`src/hw/rtl/mpfs_pkg.sv`:
```
// ----------------------------------------------------------------------------
// mpfs_pkg
// Shared constants and types for the streaming max pooling unit.
// ----------------------------------------------------------------------------
package mpfs_pkg;

	// configuration register indexes
	typedef enum logic [1:0] {
		REG_KERNEL_SIZE   = 2'd0,
		REG_IN_HEIGHT     = 2'd1,
		REG_IN_WIDTH      = 2'd2,
		REG_CHANNEL_COUNT = 2'd3
	} reg_idx_t;

	localparam int CFG_IDX_BITS  = 2;
	localparam int CFG_DATA_BITS = 13;

	// register field widths
	localparam int KSIZE_BITS  = 4;
	localparam int HEIGHT_BITS = 11;
	localparam int WIDTH_BITS  = 11;
	localparam int CHCNT_BITS  = 13;

	// register reset values
	localparam logic [KSIZE_BITS-1:0]  KSIZE_RST  = 4'd2;
	localparam logic [HEIGHT_BITS-1:0] HEIGHT_RST = 11'd28;
	localparam logic [WIDTH_BITS-1:0]  WIDTH_RST  = 11'd28;
	localparam logic [CHCNT_BITS-1:0]  CHCNT_RST  = 13'd1;

	// fixed bounds of the plane and tensor
	localparam int MAX_HEIGHT   = 1024;
	localparam int MAX_CHANNELS = 4096;
	localparam int ROW_BITS     = 10;
	localparam int CHAN_BITS    = 12;

	// default module parameters
	localparam int DEF_MAX_WIDTH   = 1024;
	localparam int DEF_MAX_KERNEL  = 8;
	localparam int DEF_SAMPLE_BITS = 16;

endpackage

```
`src/hw/rtl/mpfs_cfg.sv`:
```
// ----------------------------------------------------------------------------
// mpfs_cfg
// Configuration registers with range clamping and a restart strobe.
// ----------------------------------------------------------------------------
module mpfs_cfg import mpfs_pkg::*; #(
	parameter int MAX_WIDTH  = DEF_MAX_WIDTH,
	parameter int MAX_KERNEL = DEF_MAX_KERNEL,
	localparam int WW = $clog2(MAX_WIDTH + 1),
	localparam int KW = $clog2(MAX_KERNEL + 1)
) (
	input  logic                     clk,
	input  logic                     arst_n,
	input  logic                     cfg_valid,
	output logic                     cfg_ready,
	input  logic [CFG_IDX_BITS-1:0]  cfg_index,
	input  logic [CFG_DATA_BITS-1:0] cfg_data,
	output logic                     restart,
	output logic [KW-1:0]            kernel,
	output logic [HEIGHT_BITS-1:0]   height,
	output logic [WW-1:0]            width,
	output logic [CHCNT_BITS-1:0]    channels
);

	logic [KSIZE_BITS-1:0]  ksize_q;
	logic [HEIGHT_BITS-1:0] height_q;
	logic [WIDTH_BITS-1:0]  width_q;
	logic [CHCNT_BITS-1:0]  chcnt_q;

	assign cfg_ready = 1'b1;
	assign restart   = cfg_valid;

	always_ff @(posedge clk or negedge arst_n) begin
		if (!arst_n) begin
			ksize_q  <= KSIZE_RST;
			height_q <= HEIGHT_RST;
			width_q  <= WIDTH_RST;
			chcnt_q  <= CHCNT_RST;
		end else if (cfg_valid) begin
			unique case (reg_idx_t'(cfg_index))
				REG_KERNEL_SIZE:   ksize_q  <= cfg_data[KSIZE_BITS-1:0];
				REG_IN_HEIGHT:     height_q <= cfg_data[HEIGHT_BITS-1:0];
				REG_IN_WIDTH:      width_q  <= cfg_data[WIDTH_BITS-1:0];
				REG_CHANNEL_COUNT: chcnt_q  <= cfg_data[CHCNT_BITS-1:0];
				default:           ksize_q  <= ksize_q;
			endcase
		end
	end

	// clamp each register into 1..bound
	always_comb begin
		if (ksize_q == '0)
			kernel = KW'(1);
		else if (32'(ksize_q) > MAX_KERNEL)
			kernel = KW'(MAX_KERNEL);
		else
			kernel = KW'(ksize_q);

		if (height_q == '0)
			height = HEIGHT_BITS'(1);
		else if (32'(height_q) > MAX_HEIGHT)
			height = HEIGHT_BITS'(MAX_HEIGHT);
		else
			height = height_q;

		if (width_q == '0)
			width = WW'(1);
		else if (32'(width_q) > MAX_WIDTH)
			width = WW'(MAX_WIDTH);
		else
			width = WW'(width_q);

		if (chcnt_q == '0)
			channels = CHCNT_BITS'(1);
		else if (32'(chcnt_q) > MAX_CHANNELS)
			channels = CHCNT_BITS'(MAX_CHANNELS);
		else
			channels = chcnt_q;
	end

endmodule

```
`config.mk`:
```
export PLATFORM = sky130hd
export DESIGN_NAME = mpfs_cfg
export DESIGN_NICKNAME = d
export VERILOG_FILES = /design/src/hw/rtl/mpfs_pkg.sv /design/src/hw/rtl/mpfs_cfg.sv
export SDC_FILE = /design/constraint.sdc
export NUM_CORES = 1
export LEC_CHECK = 0
export ABC_AREA = 0
export BUFFER_PORTS_ARGS = -buffer_cell sky130_fd_sc_hd__clkbuf_2
export CAP_MARGIN = 5
export CORE_MARGIN = 1
export CORE_UTILIZATION = 51
export DETAILED_ROUTE_END_ITERATION = 10
export PLACE_DENSITY = 0.79
export SYNTH_ARGS = -nofsm -noshare
export SYNTH_HDL_FRONTEND = slang
export SYNTH_SLANG_ARGS = --single-unit
```
`constraint.sdc`:
```
create_clock -name clk -period 1.4 [get_ports clk]
set_input_delay 0.42 -clock clk [delete_from_list [all_inputs] [get_ports clk]]
set_output_delay 0.42 -clock clk [all_outputs]
set_load 0.005 [all_outputs]
```
==> run_results.csv <==
group,metric,value,unit
run_status,run_status,"complete, but fails checks",
run_status,violations,"setup timing",
placement,port-buffer-count,57,
yosys,synth_top_area_frac,0.3985,
yosys,avgSynthCellArea,13.61,um^2
detailed_routing,avgViaCountPerCell,5.170,
clock_network,cts_tree,"yes",
global_routing,grt_pass1_vias,1485,
timing,maxSlewViolCount,0,
yosys,ys_types,17,
detailed_routing,drc,0,
yosys,synth_top_family_by_area,"multiplexers",
timing,skew,0,ns
yosys,synth_cells,143,
detailed_routing,vias,1427,
yosys,synth_seq_cells,39,
timing,setup_viol,37,
yosys,yosysWarningCount,0,
die,die_x,63.79,um
timing,timing.fmax,552.0,MHz
yosys,netlist_area,1947,um^2
finish,final_core_util,0.7748,
detailed_routing,first_pass_iters,4,
yosys,yosysSeqAreaShare,0.5064,
die,core,3661,um^2
global_routing,grt.met1_usage,0.2985,
die,dieArea,4069,um^2
setup_path,r2r_setup_slack,0.31,ns
global_routing,grt_pass1_wl,7272,um
placement,post_dp_cell_area,2410,um^2
die,start_util,0.5318,
setup_path,worstPathMaxFanout,3,
setup_path,crit_required,0.98,ns
global_routing,overflow,0,
detailed_routing,drt_iter0_markers,38,
detailed_routing,avgRoutedWirePerCell,17.59,um
setup_path,path_class,"reg2out",
setup_path,critPathArrivalTime,1.39,ns
yosys,synth_nets,161,
finish,final_cells,276,
timing,min_period,1.812,ns
pwr,power.density,1374,nW/um^2
clock_network,cts_hold_buf,0,
timing,grt_setup_unrepaired,"yes",
global_routing,gr-usage-all-layers,0.2425,
setup_path,slowest_stage,"dfrtp_1",
timing,final.period_utilization,1.294,
global_routing,grt_max_degree,40,
die,num_io_pins,59,
setup_path,slowest_delay,0.42,ns
yosys,async_flop_share,1.000,
yosys,synth_simple_gate_area_share,0.1472,
clock_network,ctsHtreeMaxLevel,2,
yosys,yosys.area_share.adder,0,
clock_network,cts.clk_slew.worst_paths,0.07,ns
global_routing,antenna_found_initial,0,
placement,dp_cells,254,
pwr,ir_drop,0.0008519,V
placement,place_congestion,0.7546,
finish,num_antenna_cells,0,
clock_network,clk_latency,0.29,ns
setup_path,end_kind,"primary output",
detailed_routing,ant_nets,0,
setup_path,crit_path_start_kind,"flop",
die,num_rows,22,
clock_network,clock-root-buffer,"clkbuf_8",
clock_network,cts_buffer_depth,2,
yosys,synth_xor_xnor_area_share,0,
die,die_h,63.79,um
finish,fin_nets,245,
placement,dpl.hpwl,3209,um
timing,final_hold_viol_count,0,
global_routing,grt.busiest_layer,"met2",
detailed_routing,drt-total-wl,4856,um
yosys,ys_dominant_reg_cell,"dfrtp_1",
yosys,synth_compound_area_frac,0.02057,
timing,hold_ws,0.09382,ns
setup_path,r2r-start,"height_q[10]",
finish,fillerInstances,221,
clock_network,cts.sinks,39,
global_routing,use_met2,0.4229,
setup_path,path_cells,"nor4_1 -> a32o_2 -> clkbuf_2",
timing,fin_ws,-0.4118,ns
setup_path,r2r-end,"height_q[10]",
pwr,leakage,1.458,nW
yosys,yosys.area.top_type,"dfrtp_1",
setup_path,reg2reg_depth,3,
finish,drive_gt1_frac,0.7412,
yosys,synth_common_cells,"dfrtp_1, nor2b_1, mux2_4, mux2_2, dfstp_2",
min_path,min-delay-path-class,"in2async",
yosys,synth-edff-count,0,
yosys,synth.mux.area_fraction,0.2834,
clock_network,cts_made_buffers,5,
yosys,yosys-top-cells-area,"dfrtp_1, mux2_4, dfstp_2, nor2b_1, mux2_2",
finish,design_area,2836,um^2
run,drv_cap,0,
finish,syn_to_final_growth,45.69,%
global_routing,grt.met3_usage,0.05536,
## power by group
group          switching [W]  internal [W]  leakage [nW]
Sequential          0.000226       0.00138         0.449
Combinational       0.000467      0.000868         0.948
Clock               0.000383      0.000576        0.0612
Total                0.00108       0.00282          1.46
## how the worst max path moves through the flow
stage / startpoint / end / slack, ns / cells past startpoint
final: chcnt_q[12] / channels[0] / -0.41 / 3
after global routing: chcnt_q[4] / channels[0] / -0.46 / 3
after CTS: chcnt_q[11] / channels[0] / -0.37 / 3
after detailed placement: chcnt_q[4] / channels[0] / -0.10 / 3
after global placement: width_q[8] / width[0] / -0.06 / 3
after floorplan: chcnt_q[12] / channels[0] / 0.12 / 2
## state kept, by name (all words and copies together) (netlist names)
signal    count
chcnt_q      13
height_q     11
ksize_q       4
width_q      11
## cell type report
type / instances / area [um^2] / share of cell area
clock buffers: 6 / 82.58 / 0.02911
clock inverters: 2 / 35.03 / 0.01235
inverters: 3 / 11.26 / 0.003970
multi-input cells: 89 / 1016 / 0.3582
flip-flops and latches: 39 / 988.4 / 0.3485
well taps: 48 / 60.06 / 0.02117
repair buffers: 89 / 643.1 / 0.2267
## repair_timing
item	CTS	global route
buffers inserted	4	8
pin swaps	4	3
setup endpoints to repair	37	37
gates cloned	1	1
gates resized for setup	17	51
## worst max-delay path, delay by kind of cell, from the launching register on
| family | cells | cell delay, ns |
|---|---|---|
| AOI/OAI and AO/OA | 1 | 0.24 |
| and+or+nand+nor | 1 | 0.34 |
| DFF | 1 | 0.42 |
| buffers and inverters | 1 | 0.11 |
## through the flow
stage	setup WS (ns)	power, W	TNS [ns]
3_3_place_gp	-0.05739	0.002526	-0.09330
5_1_grt	-0.4571	0.004085	-7.459
3_5_place_dp	-0.1001	0.002584	-0.1812
6_report	-0.4118	0.003898	-5.896
4_1_cts	-0.3719	0.003672	-4.920
2_1_floorplan	0.1172	0.002092	0
## placed cells by master, fill, tap and decap left out, drive strengths merged
cell and instances:
nand3 1, nor2b 31, dfrtp 31, nor4 7
dfstp 8, clkbuf 42, a32o 3, inv 3
bufinv 1, clkinv 1, nor3b 1, nor2 3
mux2 39, nand3b 2, buf 53, conb 1
o21ba 1
## cell families after synthesis
kind of cell           count (synthesis)
AND/OR/NAND/NOR                       45
multiplexers                          39
flip-flops                            39
buffers and inverters                 15
AO/OA/AOI/OAI                          4
other                                  1
## routing by layer
layer  part of all wire  up-vias
met2               0.53       44
met3              0.039        9
met1               0.42      726
met4              0.019        0
met5                  0        -
li1                   -      648
(Power assumes the default switching activity.)
